### config.mk
export PLATFORM = sky130hd
export DESIGN_NAME = affine_pixel_remap_bbox
export DESIGN_NICKNAME = d
export VERILOG_FILES = /design/src/hw/rtl/apr_pkg.sv /design/src/hw/rtl/apr_front.sv /design/src/hw/rtl/apr_queue.sv /design/src/hw/rtl/apr_back.sv /design/src/hw/rtl/affine_pixel_remap_bbox.sv
export SDC_FILE = /design/constraint.sdc
export NUM_CORES = 2
export LEC_CHECK = 0
export BUFFER_PORTS_ARGS = -buffer_cell sky130_fd_sc_hd__clkbuf_2
export CAP_MARGIN = 25
export CORE_ASPECT_RATIO = 0.6
export CORE_UTILIZATION = 60
export CTS_CLUSTER_DIAMETER = 80
export DETAILED_ROUTE_END_ITERATION = 8
export PLACE_DENSITY = 0.77
export SYNTH_ARGS = -nofsm -noshare
export SYNTH_HDL_FRONTEND = slang
export SYNTH_SLANG_ARGS = --single-unit
### constraint.sdc
create_clock -name clk -period 11.5 [get_ports clk]
set_input_delay 2.875 -clock clk [delete_from_list [all_inputs] [get_ports clk]]
set_output_delay 2.875 -clock clk [all_outputs]
set_load 0.005 [all_outputs]
### src/hw/rtl/apr_pkg.sv
package apr_pkg;

    // Frame geometry.
    localparam int FRAME_W = 1024;
    localparam int FRAME_H = 1024;

    // Field widths.
    localparam int COORD_W = 10;
    localparam int BOX_W   = 11;
    localparam int SHIFT_W = 13;
    localparam int COEF_W  = 24;
    localparam int TRANS_W = 32;

    // Internal datapath widths.
    localparam int UV_W   = 14;
    localparam int PROD_W = COEF_W + UV_W;
    localparam int ACC_W  = PROD_W + 2;
    localparam int FRAC_W = 16;
    localparam int RND_W  = ACC_W - FRAC_W;
    localparam int TX_W   = RND_W + 2;

    // Queue between front and back.
    localparam int QDEPTH = 4;
    localparam int QPTR_W = $clog2(QDEPTH);
    localparam int QCNT_W = $clog2(QDEPTH + 1);

    // Register port.
    localparam int DATA_W    = 32;
    localparam int ADDR_W    = 5;
    localparam int REG_IDX_W = 3;

    localparam logic [REG_IDX_W-1:0] REG_COEF_A  = 3'd0;
    localparam logic [REG_IDX_W-1:0] REG_COEF_B  = 3'd1;
    localparam logic [REG_IDX_W-1:0] REG_COEF_C  = 3'd2;
    localparam logic [REG_IDX_W-1:0] REG_COEF_D  = 3'd3;
    localparam logic [REG_IDX_W-1:0] REG_TRANS_E = 3'd4;
    localparam logic [REG_IDX_W-1:0] REG_TRANS_F = 3'd5;
    localparam logic [REG_IDX_W-1:0] REG_SHIFT_X = 3'd6;
    localparam logic [REG_IDX_W-1:0] REG_SHIFT_Y = 3'd7;

    typedef struct packed {
        logic signed [COEF_W-1:0]  coef_a;
        logic signed [COEF_W-1:0]  coef_b;
        logic signed [COEF_W-1:0]  coef_c;
        logic signed [COEF_W-1:0]  coef_d;
        logic signed [TRANS_W-1:0] trans_e;
        logic signed [TRANS_W-1:0] trans_f;
        logic signed [SHIFT_W-1:0] shift_x;
        logic signed [SHIFT_W-1:0] shift_y;
    } cfg_t;

    // One classified pixel waiting for the transform.
    typedef struct packed {
        logic signed [UV_W-1:0] u;
        logic signed [UV_W-1:0] v;
        logic                   lit;
        logic                   fs;
    } entry_t;

    typedef struct packed {
        logic full;
        logic empty;
    } q_status_t;

endpackage

### src/hw/rtl/apr_front.sv
module apr_front
    import apr_pkg::*;
(
    input  logic                     in_valid,
    output logic                     in_stall,
    input  logic [COORD_W-1:0]       pixel_x,
    input  logic [COORD_W-1:0]       pixel_y,
    input  logic                     pixel_lit,
    input  logic                     frame_start,
    input  logic signed [SHIFT_W-1:0] shift_x,
    input  logic signed [SHIFT_W-1:0] shift_y,
    input  q_status_t                q_status,
    output logic                     push,
    output entry_t                   push_entry
);

    logic signed [UV_W-1:0] px_s;
    logic signed [UV_W-1:0] py_s;
    logic signed [UV_W-1:0] sx_s;
    logic signed [UV_W-1:0] sy_s;

    assign in_stall = q_status.full;
    assign push     = in_valid && !q_status.full;

    // Offset the source point and flip the row axis.
    always_comb
    begin
        px_s = $signed({{(UV_W-COORD_W){1'b0}}, pixel_x});
        py_s = $signed({{(UV_W-COORD_W){1'b0}}, pixel_y});
        sx_s = UV_W'(shift_x);
        sy_s = UV_W'(shift_y);
        push_entry.u   = px_s + sx_s;
        push_entry.v   = UV_W'(FRAME_H - 1) - py_s - sy_s;
        push_entry.lit = pixel_lit;
        push_entry.fs  = frame_start;
    end

endmodule

### src/hw/rtl/apr_queue.sv
module apr_queue
    import apr_pkg::*;
(
    input  logic      clk,
    input  logic      rst_n,
    input  logic      push,
    input  entry_t    push_entry,
    input  logic      pop,
    output entry_t    head,
    output q_status_t q_status
);

    entry_t              slot_reg [QDEPTH];
    logic [QPTR_W-1:0]   wr_ptr_reg;
    logic [QPTR_W-1:0]   wr_ptr_next;
    logic [QPTR_W-1:0]   rd_ptr_reg;
    logic [QPTR_W-1:0]   rd_ptr_next;
    logic [QCNT_W-1:0]   count_reg;
    logic [QCNT_W-1:0]   count_next;

    assign head           = slot_reg[rd_ptr_reg];
    assign q_status.full  = (count_reg == QCNT_W'(QDEPTH));
    assign q_status.empty = (count_reg == '0);

    always_comb
    begin
        wr_ptr_next = wr_ptr_reg;
        rd_ptr_next = rd_ptr_reg;
        count_next  = count_reg;
        if (push)
        begin
            wr_ptr_next = (wr_ptr_reg == QPTR_W'(QDEPTH - 1)) ? '0 : wr_ptr_reg + 1'b1;
        end
        if (pop)
        begin
            rd_ptr_next = (rd_ptr_reg == QPTR_W'(QDEPTH - 1)) ? '0 : rd_ptr_reg + 1'b1;
        end
        if (push && !pop)
        begin
            count_next = count_reg + 1'b1;
        end
        else if (pop && !push)
        begin
            count_next = count_reg - 1'b1;
        end
    end

    always_ff @(posedge clk or negedge rst_n)
    begin
        if (!rst_n)
        begin
            wr_ptr_reg <= '0;
            rd_ptr_reg <= '0;
            count_reg  <= '0;
        end
        else
        begin
            wr_ptr_reg <= wr_ptr_next;
            rd_ptr_reg <= rd_ptr_next;
            count_reg  <= count_next;
        end
    end

    always_ff @(posedge clk)
    begin
        if (push)
        begin
            slot_reg[wr_ptr_reg] <= push_entry;
        end
    end

endmodule

### src/hw/rtl/apr_back.sv
module apr_back
    import apr_pkg::*;
(
    input  logic               clk,
    input  logic               rst_n,
    input  cfg_t               cfg,
    input  q_status_t          q_status,
    input  entry_t             head,
    output logic               pop,
    output logic               out_valid,
    input  logic               out_stall,
    output logic               write_en,
    output logic [COORD_W-1:0] dest_x,
    output logic [COORD_W-1:0] dest_y,
    output logic [BOX_W-1:0]   box_x_min,
    output logic [COORD_W-1:0] box_x_max,
    output logic [BOX_W-1:0]   box_y_min,
    output logic [COORD_W-1:0] box_y_max
);

    logic adv;

    // Stage valids.
    logic v1_reg, v2_reg, v3_reg, v4_reg, out_valid_reg;

    // Flags carried with each pixel.
    logic lit1_reg, lit2_reg, lit3_reg, lit4_reg;
    logic fs1_reg, fs2_reg, fs3_reg, fs4_reg;

    // Stage 1: products.
    logic signed [PROD_W-1:0] au_reg, bv_reg, cu_reg, dv_reg;
    // Stage 2: sums.
    logic signed [ACC_W-1:0] qx_reg, qy_reg;
    logic signed [ACC_W-1:0] au_x, bv_x, cu_x, dv_x, e_x, f_x;
    // Stage 3: rounded integers.
    logic signed [RND_W-1:0] rx_reg, ry_reg, rx_next, ry_next;
    // Stage 4: destination coordinates.
    logic [COORD_W-1:0] dx_reg, dy_reg, dx_next, dy_next;
    logic signed [TX_W-1:0] tx, ty;

    // Output register and box.
    logic               write_en_reg;
    logic [COORD_W-1:0] dest_x_reg, dest_y_reg;
    logic [BOX_W-1:0]   xlo_reg, ylo_reg, xlo_next, ylo_next;
    logic [COORD_W-1:0] xhi_reg, yhi_reg, xhi_next, yhi_next;

    function automatic logic signed [RND_W-1:0] round_even(input logic signed [ACC_W-1:0] q);
        logic [FRAC_W-1:0]       frac;
        logic signed [RND_W-1:0] ip;
        logic                    up;
        frac = q[FRAC_W-1:0];
        ip   = q[ACC_W-1:FRAC_W];
        up   = (frac > {1'b1, {(FRAC_W-1){1'b0}}})
            || ((frac == {1'b1, {(FRAC_W-1){1'b0}}}) && ip[0]);
        return ip + $signed({{(RND_W-1){1'b0}}, up});
    endfunction

    function automatic logic axis_in_range(input logic signed [TX_W-1:0] t, input int lim);
        return !t[TX_W-1] && (t < TX_W'(lim));
    endfunction

    assign adv = !out_valid_reg || !out_stall;
    assign pop = adv && !q_status.empty;

    always_comb
    begin
        au_x = ACC_W'(au_reg);
        bv_x = ACC_W'(bv_reg);
        cu_x = ACC_W'(cu_reg);
        dv_x = ACC_W'(dv_reg);
        e_x  = ACC_W'(cfg.trans_e);
        f_x  = ACC_W'(cfg.trans_f);
        rx_next = round_even(qx_reg);
        ry_next = round_even(qy_reg);
    end

    // Remove the offset and force out-of-range axes and unlit pixels to zero.
    always_comb
    begin
        tx = TX_W'(rx_reg) - TX_W'(cfg.shift_x);
        ty = TX_W'(ry_reg) - TX_W'(cfg.shift_y);
        dx_next = '0;
        dy_next = '0;
        if (axis_in_range(tx, FRAME_W) && lit3_reg)
        begin
            dx_next = tx[COORD_W-1:0];
        end
        if (axis_in_range(ty, FRAME_H) && lit3_reg)
        begin
            dy_next = ty[COORD_W-1:0];
        end
    end

    // Bounding box: a frame start clears it before this pixel is added.
    always_comb
    begin
        if (fs4_reg)
        begin
            xlo_next = BOX_W'(FRAME_W);
            xhi_next = '0;
            ylo_next = BOX_W'(FRAME_H);
            yhi_next = '0;
        end
        else
        begin
            xlo_next = xlo_reg;
            xhi_next = xhi_reg;
            ylo_next = ylo_reg;
            yhi_next = yhi_reg;
        end
        if (lit4_reg && (dx_reg != '0) && (dy_reg != '0))
        begin
            if (xlo_next > {1'b0, dx_reg})
            begin
                xlo_next = {1'b0, dx_reg};
            end
            if (xhi_next < dx_reg)
            begin
                xhi_next = dx_reg;
            end
            if (ylo_next > {1'b0, dy_reg})
            begin
                ylo_next = {1'b0, dy_reg};
            end
            if (yhi_next < dy_reg)
            begin
                yhi_next = dy_reg;
            end
        end
    end

    always_ff @(posedge clk or negedge rst_n)
    begin
        if (!rst_n)
        begin
            v1_reg        <= 1'b0;
            v2_reg        <= 1'b0;
            v3_reg        <= 1'b0;
            v4_reg        <= 1'b0;
            out_valid_reg <= 1'b0;
            xlo_reg       <= BOX_W'(FRAME_W);
            xhi_reg       <= '0;
            ylo_reg       <= BOX_W'(FRAME_H);
            yhi_reg       <= '0;
        end
        else if (adv)
        begin
            v1_reg        <= pop;
            v2_reg        <= v1_reg;
            v3_reg        <= v2_reg;
            v4_reg        <= v3_reg;
            out_valid_reg <= v4_reg;
            if (v4_reg)
            begin
                xlo_reg <= xlo_next;
                xhi_reg <= xhi_next;
                ylo_reg <= ylo_next;
                yhi_reg <= yhi_next;
            end
        end
    end

    always_ff @(posedge clk)
    begin
        if (adv)
        begin
            au_reg   <= cfg.coef_a * head.u;
            bv_reg   <= cfg.coef_b * head.v;
            cu_reg   <= cfg.coef_c * head.u;
            dv_reg   <= cfg.coef_d * head.v;
            lit1_reg <= head.lit;
            fs1_reg  <= head.fs;

            qx_reg   <= au_x + bv_x + e_x;
            qy_reg   <= cu_x + dv_x + f_x;
            lit2_reg <= lit1_reg;
            fs2_reg  <= fs1_reg;

            rx_reg   <= rx_next;
            ry_reg   <= ry_next;
            lit3_reg <= lit2_reg;
            fs3_reg  <= fs2_reg;

            dx_reg   <= dx_next;
            dy_reg   <= dy_next;
            lit4_reg <= lit3_reg;
            fs4_reg  <= fs3_reg;

            write_en_reg <= lit4_reg;
            dest_x_reg   <= dx_reg;
            dest_y_reg   <= dy_reg;
        end
    end

    assign out_valid = out_valid_reg;
    assign write_en  = write_en_reg;
    assign dest_x    = dest_x_reg;
    assign dest_y    = dest_y_reg;
    assign box_x_min = xlo_reg;
    assign box_x_max = xhi_reg;
    assign box_y_min = ylo_reg;
    assign box_y_max = yhi_reg;

endmodule

### src/hw/rtl/affine_pixel_remap_bbox.sv
// An accepted pixel is queued, then passes stages 1 to 4 and the output register.
// Throughput: one pixel per clock cycle when the output side does not stall; the
// four-entry queue and the five-stage transform pipeline set this rate.
// Reset (rst_n low, asynchronous) restores the identity transform with zero offsets,
// clears the bounding box to empty and discards every transaction in flight.
module affine_pixel_remap_bbox
    import apr_pkg::*;
(
    input  logic               clk,
    input  logic               rst_n,

    input  logic               psel,
    input  logic               penable,
    input  logic               pwrite,
    input  logic [ADDR_W-1:0]  paddr,
    input  logic [DATA_W-1:0]  pwdata,
    output logic [DATA_W-1:0]  prdata,
    output logic               pready,

    input  logic               in_valid,
    output logic               in_stall,
    input  logic [COORD_W-1:0] pixel_x,
    input  logic [COORD_W-1:0] pixel_y,
    input  logic               pixel_lit,
    input  logic               frame_start,

    output logic               out_valid,
    input  logic               out_stall,
    output logic               write_en,
    output logic [COORD_W-1:0] dest_x,
    output logic [COORD_W-1:0] dest_y,
    output logic [BOX_W-1:0]   box_x_min,
    output logic [COORD_W-1:0] box_x_max,
    output logic [BOX_W-1:0]   box_y_min,
    output logic [COORD_W-1:0] box_y_max
);

    // Configuration registers. Each register sits at a word address; the
    // word index picks the register and the byte offset bits are ignored.
    cfg_t                  cfg_reg;
    cfg_t                  cfg_next;
    logic                  cfg_write;
    logic [REG_IDX_W-1:0]  reg_idx;

    // Front-to-queue and queue-to-back connections.
    logic      push;
    entry_t    push_entry;
    logic      pop;
    entry_t    head;
    q_status_t q_status;

    assign pready    = 1'b1;
    assign reg_idx   = paddr[ADDR_W-1:2];
    assign cfg_write = psel && penable && pwrite && pready;

    // A write replaces one register; the data is truncated to its width.
    always_comb
    begin
        cfg_next = cfg_reg;
        if (cfg_write)
        begin
            unique case (reg_idx)
                REG_COEF_A:  cfg_next.coef_a  = pwdata[COEF_W-1:0];
                REG_COEF_B:  cfg_next.coef_b  = pwdata[COEF_W-1:0];
                REG_COEF_C:  cfg_next.coef_c  = pwdata[COEF_W-1:0];
                REG_COEF_D:  cfg_next.coef_d  = pwdata[COEF_W-1:0];
                REG_TRANS_E: cfg_next.trans_e = pwdata[TRANS_W-1:0];
                REG_TRANS_F: cfg_next.trans_f = pwdata[TRANS_W-1:0];
                REG_SHIFT_X: cfg_next.shift_x = pwdata[SHIFT_W-1:0];
                REG_SHIFT_Y: cfg_next.shift_y = pwdata[SHIFT_W-1:0];
            endcase
        end
    end

    // Reads return the register sign-extended to the bus width.
    always_comb
    begin
        unique case (reg_idx)
            REG_COEF_A:  prdata = DATA_W'(cfg_reg.coef_a);
            REG_COEF_B:  prdata = DATA_W'(cfg_reg.coef_b);
            REG_COEF_C:  prdata = DATA_W'(cfg_reg.coef_c);
            REG_COEF_D:  prdata = DATA_W'(cfg_reg.coef_d);
            REG_TRANS_E: prdata = DATA_W'(cfg_reg.trans_e);
            REG_TRANS_F: prdata = DATA_W'(cfg_reg.trans_f);
            REG_SHIFT_X: prdata = DATA_W'(cfg_reg.shift_x);
            REG_SHIFT_Y: prdata = DATA_W'(cfg_reg.shift_y);
        endcase
    end

    // The identity matrix is 1.0 on the diagonal in Q8.16.
    always_ff @(posedge clk or negedge rst_n)
    begin
        if (!rst_n)
        begin
            cfg_reg.coef_a  <= COEF_W'(65536);
            cfg_reg.coef_b  <= '0;
            cfg_reg.coef_c  <= '0;
            cfg_reg.coef_d  <= COEF_W'(65536);
            cfg_reg.trans_e <= '0;
            cfg_reg.trans_f <= '0;
            cfg_reg.shift_x <= '0;
            cfg_reg.shift_y <= '0;
        end
        else
        begin
            cfg_reg <= cfg_next;
        end
    end

    // The front offsets each accepted pixel, flips its row and queues it.
    apr_front u_front (
        .in_valid    (in_valid),
        .in_stall    (in_stall),
        .pixel_x     (pixel_x),
        .pixel_y     (pixel_y),
        .pixel_lit   (pixel_lit),
        .frame_start (frame_start),
        .shift_x     (cfg_reg.shift_x),
        .shift_y     (cfg_reg.shift_y),
        .q_status    (q_status),
        .push        (push),
        .push_entry  (push_entry)
    );

    // The queue lets the input side keep taking transactions while the
    // output side holds a result.
    apr_queue u_queue (
        .clk        (clk),
        .rst_n      (rst_n),
        .push       (push),
        .push_entry (push_entry),
        .pop        (pop),
        .head       (head),
        .q_status   (q_status)
    );

    // The back runs the matrix multiply, rounding, range checks and the
    // bounding box, and holds each result in its output register.
    apr_back u_back (
        .clk       (clk),
        .rst_n     (rst_n),
        .cfg       (cfg_reg),
        .q_status  (q_status),
        .head      (head),
        .pop       (pop),
        .out_valid (out_valid),
        .out_stall (out_stall),
        .write_en  (write_en),
        .dest_x    (dest_x),
        .dest_y    (dest_y),
        .box_x_min (box_x_min),
        .box_x_max (box_x_max),
        .box_y_min (box_y_min),
        .box_y_max (box_y_max)
    );

`ifndef SYNTHESIS
    // An unlit pixel never carries destination coordinates.
    a_unlit_zero: assert property (@(posedge clk) disable iff (!rst_n)
        (out_valid && !write_en) |-> (dest_x == '0 && dest_y == '0))
        else $error("unlit pixel has nonzero destination");

    // The box is widened on both axes at once, so both are empty or neither is.
    a_box_axes: assert property (@(posedge clk) disable iff (!rst_n)
        (box_x_min == BOX_W'(FRAME_W)) == (box_y_min == BOX_W'(FRAME_H)))
        else $error("bounding box axes disagree on emptiness");

    // A nonempty box has its minimum no larger than its maximum.
    a_box_order: assert property (@(posedge clk) disable iff (!rst_n)
        (box_x_min != BOX_W'(FRAME_W))
            |-> (box_x_min <= {1'b0, box_x_max} && box_y_min <= {1'b0, box_y_max}))
        else $error("bounding box minimum exceeds maximum");
`endif

endmodule

== Word level (Yosys, flattened, before mapping) ==
Memories as Yosys holds them, arrays and structs flattened.
Cells that the tools add are included.
Storage, ports and cells
  RAM bits: 120
  word-level logic and storage cells: 139
  memories kept: 1
  output and inout port bits: 98
  flip-flop bits (word level): 569
  input port bits: 66
Memories
  u_queue.slot_reg: words 4, width 30, read ports 1, clocked after memory_dff 0, wr ports 1, line apr_queue.sv:13  | entry_t slot_reg [QDEPTH];
Cells by class
  add/sub/neg operators: 15
  reductions and logical operators: 39
  $lt $le $gt $ge: 8
  equality and inequality tests: 12
  $mul: 4
  muxes and demuxes: 19
Operators by type and width (number)
  $pmux W32 S8: 1
  $mul A24 B14 Y38: 4
  $add A39 B32 Y40: 2
  $add A38 B38 Y39: 2
  $mux W11: 6
  $mux W10: 6
  $lt A26 B12 Y1 const B: 2
  $sub A24 B13 Y25: 2
  $add A24 B2 Y24: 2
  $eq A16 B16 Y1 const B: 2
  $gt A16 B16 Y1 const B: 2
  $gt A11 B10 Y1: 2
  $lt A10 B10 Y1: 2
  $reduce_bool A10 Y1: 2
  $reduce_and A2 Y1: 9
  $eq A3 B3 Y1 const B: 5
  $add A11 B13 Y14: 1
  $logic_and A1 B1 Y1: 14
  $sub A11 B13 Y14: 1
  $sub A10 B10 Y11 const A: 1
  $logic_not A1 Y1: 8
  $eq A3 B2 Y1 const B: 2
  $logic_not A3 Y1: 2
  $mux W3: 2
  9 further kinds: 15

== Depth between registers and ports, before layout ==
  word-level depth: 7
  depth in mapped cells: 30
  depth with buffers taken out: 27

== Cells and area by module ==
From an unflattened synthesis, not the netlist that was laid out.
Second synthesis, totals
  cell total of the unflattened synthesis: 7935
  area total of the unflattened synthesis: 82576.7 um2
By module, submodules not included
  apr_back: instances 1, sequential area each 11058.1 um2, area an instance 67992.7 um2, cells an instance 6952
  affine_pixel_remap_bbox: instances 1, sequential area each 4657.0 um2, area an instance 8597.0 um2, cells an instance 616
  apr_queue: instances 1, sequential area each 3778.6 um2, area an instance 4784.6 um2, cells an instance 194
  apr_front: instances 1, sequential area each 0.0 um2, area an instance 1202.4 um2, cells an instance 173

== Worst setup path after synthesis ==
No wires, ideal clock.
  path type: input port to flip-flop
  start: in out_stall
  end: reg u_queue.count_reg[1]
  stages on the path: 7
  setup time: 0.125 ns
  data required time: 11.375 ns
  setup slack: -0.318 ns
  buffers on the path: 0
  arrival: 11.694 ns
  cell sequence: nand2_1 > o31a_1 > inv_1 > ha_1 > inv_1 > fa_1 > mux2_2
On the way
  cells in the longest elaborated chain, start to end: 6
  elaborated cells on any way between the ends: 8
  classes of those cells: mux (1); reduce/logical (7)
Ends and longest elaborated chain
  start: declaration: line affine_pixel_remap_bbox.sv:28  | input logic out_stall,
  $logic_not A1 Y1: line apr_back.sv:62  | assign adv = !out_valid_reg || !out_stall;
  $logic_or A1 B1 Y1: line apr_back.sv:62
  $logic_and A1 B1 Y1: line apr_back.sv:63  | assign pop = adv && !q_status.empty;
  $logic_not A1 Y1: line apr_queue.sv:38  | if (push && !pop)
  $logic_and A1 B1 Y1: line apr_queue.sv:38
  $mux W3: line apr_queue.sv:38
  named net u_queue.count_next[1]: line apr_queue.sv:19  | logic [QCNT_W-1:0] count_next;
  end signal: assignment: line apr_queue.sv:60  | count_reg <= count_next;
  end: declaration: line apr_queue.sv:18  | logic [QCNT_W-1:0] count_reg;
The timed path passes the listed nets, and every way through them passes these cells.
A chain may end at the register's enable or synchronous reset.

== Worst setup path in the final report ==
  start: reg u_queue.rd_ptr_reg[1]
  end: reg u_back.au_reg[37] (data pin)
On the way
  cells in the longest elaborated chain, start to end: 2
Ends and longest elaborated chain
  start: declaration: line apr_queue.sv:16  | logic [QPTR_W-1:0] rd_ptr_reg;
  start signal: assignment: line apr_queue.sv:59  | rd_ptr_reg <= rd_ptr_next;
  $mem_v2 Z4 W30
  $mul A24 B14 Y38: line apr_back.sv:167  | au_reg <= cfg.coef_a * head.u;
  end signal: assignment: line apr_back.sv:167
  end: declaration: line apr_back.sv:31  | logic signed [PROD_W-1:0] au_reg, bv_reg, cu_reg, dv_reg;
No other way between the ends.

==> PnR_summary.wiki <==
{| class="wikitable"
! Metric !! Value
|-
| Status || complete, no violations
|-
| Mean instance size in the synthesized netlist || 10.28 sq um
|-
| Unrepaired setup endpoints after global routing || false
|-
| Cell Count, Final, Fillers Out || 9873
|-
| Total GRT Usage || 0.3361
|-
| Chip Width || slightly below 500 um
|-
| Violation count after the first detailed-routing iteration || 6662
|-
| Share of flip-flops with an asynchronous set or reset || 0.3483
|-
| CTS buffer count || 68
|-
| Worst hold path type || flop to flop
|-
| H-tree Lvls || 3
|-
| Worst skew pair latency || roughly 0.67 ns
|-
| Number of antenna-violating nets in the routed design || 0
|-
| Post-detailed-route wirelength per cell || roughly 23 um
|-
| CP Data Arrival Time || just under 10 ns
|-
| Sequential-to-total area share from yosys stat || 0.2362
|-
| Yosys warning total || 0
|-
| Max Clk Rate || ~0.11 GHz
|-
| Max-slew violation count || 0
|-
| Area share of the largest cell type after synthesis || 0.3258
|-
| # setup viols final || 0
|-
| Clock tree from TritonCTS || built
|-
| Total grt overflow || 0
|-
| Post-Synthesis Net Count || around 10000
|-
| Area delta synth->final || 5.754%
|-
| Top-Level Pins || ~160
|-
| Combined area of all synthesized cells || about 0.083 sq mm
|-
| Critical path data required time || 11.91 ns
|-
| Number of fill cells || 10580
|-
| Post-CTS setup buffers || 0
|-
| Worst slew slack as a fraction of its limit || 0.2663
|-
| Number of global-route vias before repair || between 60000 and 70000
|-
| Wire length of the first global-routing pass || approximately 350000 um
|-
| Launching element type of the critical path || flop
|-
| CTS-repair resized insts || 0
|-
| Total of flip-flops plus latches after synthesis || between 600 and 700
|-
| Effective utilization at floorplan || 0.6104
|-
| Ratio of cells with drive above 1 in the final layout || 0.07796
|-
| EDFF count, synth || roughly 450
|-
| Total non-filler cell area in the finished layout || ~0.087 sq mm
|-
| Dominant register cell in the synthesized netlist || sky130_fd_sc_hd__edfxtp_1
|-
| Clock Pin Slew Worst Setup and Hold Paths || 0.07 ns
|-
| Endpoints failing hold || 0
|-
| First-pass iteration count of the detailed router || 6
|-
| Leading cell types by total area after synthesis || sky130_fd_sc_hd__fa_1 33%, sky130_fd_sc_hd__edfxtp_1 16%, sky130_fd_sc_hd__ha_1 8.2%, sky130_fd_sc_hd__dfrtp_1 7.2%, sky130_fd_sc_hd__inv_1 6.9%
|-
| PortBufs || 160
|-
| Die Area || roughly 0.14 sq mm
|-
| Worst-case hold slack || roughly 0.43 ns
|-
| Cells after DPL || roughly 9700
|-
| Number of hold-repair buffers added at the cts stage || 0
|-
| Wirelength, routed || roughly 230000 um
|-
| Core area || ~0.14 sq mm
|-
| Total area of sequential cells || between 0.015 and 0.02 sq mm
|-
| Total area of multi-input combinational cells || about 0.056 sq mm
|-
| Final weighted congestion of routability-driven global placement || around 0.97
|-
| Initial antenna violation count || 10
|-
| Most used standard cells in the synthesized netlist || 1512 x sky130_fd_sc_hd__inv_1, 1343 x sky130_fd_sc_hd__fa_1, 875 x sky130_fd_sc_hd__nand2_1
|-
| Fin nets || 9962
|-
| Maximum clock insertion buffer count || 3
|-
| Most frequent cell after synthesis || sky130_fd_sc_hd__inv_1
|-
| Vias after detailed routing || between 50000 and 60000
|-
| Max-capacitance violation count || 0
|-
| Post-Syn Instances || between 8000 and 9000
|-
| Root buffer cell || sky130_fd_sc_hd__clkbuf_16
|-
| Register-to-register setup slack || ~2.2 ns
|-
| Final period utilization || 0.8048
|-
| Clock period minus worst slack || a little over 9 ns
|-
| Fin Setup TNS || 0 ns
|-
| Number of vias per cell after detailed routing || between 5 and 6
|-
| Placement-stage cell area || 0.08501 sq mm
|-
| Number of rows in the core area || 104
|-
| Crit. End Element || flop
|-
| Number of distinct library cells after synthesis || 88
|-
| Clock Sinks || ~700
|-
| Number of flip-flops under the largest register name || 186
|-
| Dominant cell type by area after synthesis || sky130_fd_sc_hd__fa_1
|-
| Number of design rule violations left after detail routing || 0
|-
| Critical-path maximum fanout || 26
|-
| Critical path class || flop to flop
|-
| Floorplan die height || between 200 and 300 um
|-
| Post-route clock skew || 0.04455 ns
|-
| Detailed Place HPWL || 181000 um
|-
| Maximum number of pins on one net before global-route repair || 140
|-
| Actual slew at the worst max-slew pin || 1.093 ns
|}
## critical path, stage by stage, from the launching register on
cell	delay [ns]
sky130_fd_sc_hd__dfrtp_1	0.91
sky130_fd_sc_hd__buf_4	0.47
sky130_fd_sc_hd__mux4_2	0.77
sky130_fd_sc_hd__buf_4	0.43
sky130_fd_sc_hd__nand2_1	0.22
sky130_fd_sc_hd__fa_1	0.61
sky130_fd_sc_hd__inv_1	0.08
sky130_fd_sc_hd__fa_1	0.85
sky130_fd_sc_hd__inv_1	0.11
sky130_fd_sc_hd__fa_1	0.50
sky130_fd_sc_hd__inv_1	0.05
sky130_fd_sc_hd__fa_1	0.49
sky130_fd_sc_hd__fa_1	0.49
sky130_fd_sc_hd__inv_1	0.05
sky130_fd_sc_hd__fa_1	0.50
sky130_fd_sc_hd__inv_1	0.04
sky130_fd_sc_hd__ha_1	0.34
sky130_fd_sc_hd__nand2_1	0.23
sky130_fd_sc_hd__nor2_1	0.07
sky130_fd_sc_hd__and4_1	0.22
sky130_fd_sc_hd__o2111ai_1	0.24
sky130_fd_sc_hd__o221ai_1	0.29
sky130_fd_sc_hd__or4_1	0.49
sky130_fd_sc_hd__a31o_2	0.25
sky130_fd_sc_hd__a21oi_1	0.17
sky130_fd_sc_hd__xnor2_1	0.08
## routing by layer
metal / global-route usage / part of all wire / wire (um)
met5: 0 / 0.00017 / 38
met4: 0.09188 / 0.030 / 6792
met3: 0.09829 / 0.13 / 29770
met2: 0.4715 / 0.41 / 92030
met1: 0.5076 / 0.43 / 97320
## worst paths after layout
path | start | end | cells past startpoint
setup reg to reg | u_queue.rd_ptr_reg[1] | u_back.au_reg[37] | 25
min in group asynchronous | rst_n | u_queue.count_reg[2] | 1
hold / removal | u_back.lit2_reg | u_back.lit3_reg | 0
hold reg to reg | u_back.lit2_reg | u_back.lit3_reg | 0
setup / recovery | u_queue.rd_ptr_reg[1] | u_back.au_reg[37] | 25
max in group asynchronous | rst_n | cfg_reg[108] | 2
## metrics by stage
step / setup slack (ns) / util
2_1_floorplan: 3.017 / -
3_3_place_gp: 2.220 / 0.6286
3_5_place_dp: 2.143 / 0.6288
4_1_cts: 2.108 / 0.6449
5_1_grt: 1.820 / 0.6455
6_report: 2.245 / 0.6455
## cell families (layout without fill, tap and decap cells)
kind of cell,count (synthesis),after routing,synth area share
adders and majority gates,1883,1883,0.4077
DFF,689,689,0.2362
xor gates and xnor gates,304,304,0.03226
and+or+nand+nor,2169,2169,0.1291
buffers and inverters,1826,1870,0.08310
other,1,4,0.00004544
muxes,244,244,0.03791
AOI/OAI and AO/OA,908,908,0.07372
## final cells by class
cell class              instances  area share
inverters                    1512     0.06503
well taps                    1802     0.02584
repair buffers                233     0.01626
diodes                          3  0.00008602
flip-flops and latches        689      0.2234
multi-input cells            5509      0.6444
clock inverters                37    0.003943
clock buffers                  88     0.02105
## cell usage in the layout (no fill, tap or decap), types with 30 or more instances in the layout
master / instances
sky130_fd_sc_hd__clkbuf_2: 158
sky130_fd_sc_hd__ha_1: 540
sky130_fd_sc_hd__nor2b_1: 78
sky130_fd_sc_hd__mux2_2: 178
sky130_fd_sc_hd__edfxtp_1: 449
sky130_fd_sc_hd__a21oi_1: 225
sky130_fd_sc_hd__nand2_1: 874
sky130_fd_sc_hd__o21bai_1: 30
sky130_fd_sc_hd__and2_1: 587
sky130_fd_sc_hd__dfrtp_1: 235
sky130_fd_sc_hd__nand4_1: 32
sky130_fd_sc_hd__xnor2_1: 239
sky130_fd_sc_hd__a22o_1: 42
sky130_fd_sc_hd__fa_1: 1343
sky130_fd_sc_hd__clkbuf_16: 68
sky130_fd_sc_hd__o21ai_0: 172
sky130_fd_sc_hd__and3_1: 38
sky130_fd_sc_hd__xor2_1: 65
sky130_fd_sc_hd__or2_2: 33
sky130_fd_sc_hd__inv_1: 1512
sky130_fd_sc_hd__nor2_1: 270
sky130_fd_sc_hd__nor3_1: 43
sky130_fd_sc_hd__a211oi_1: 36
sky130_fd_sc_hd__nand2b_1: 42
sky130_fd_sc_hd__o21a_1: 62
sky130_fd_sc_hd__nand3_1: 84
sky130_fd_sc_hd__a21o_1: 94
sky130_fd_sc_hd__mux4_2: 37
sky130_fd_sc_hd__buf_4: 67
Power is left out: the tool's default activity adds up to more than one toggle a clock period on the data nets, which glitch-free logic cannot reach.
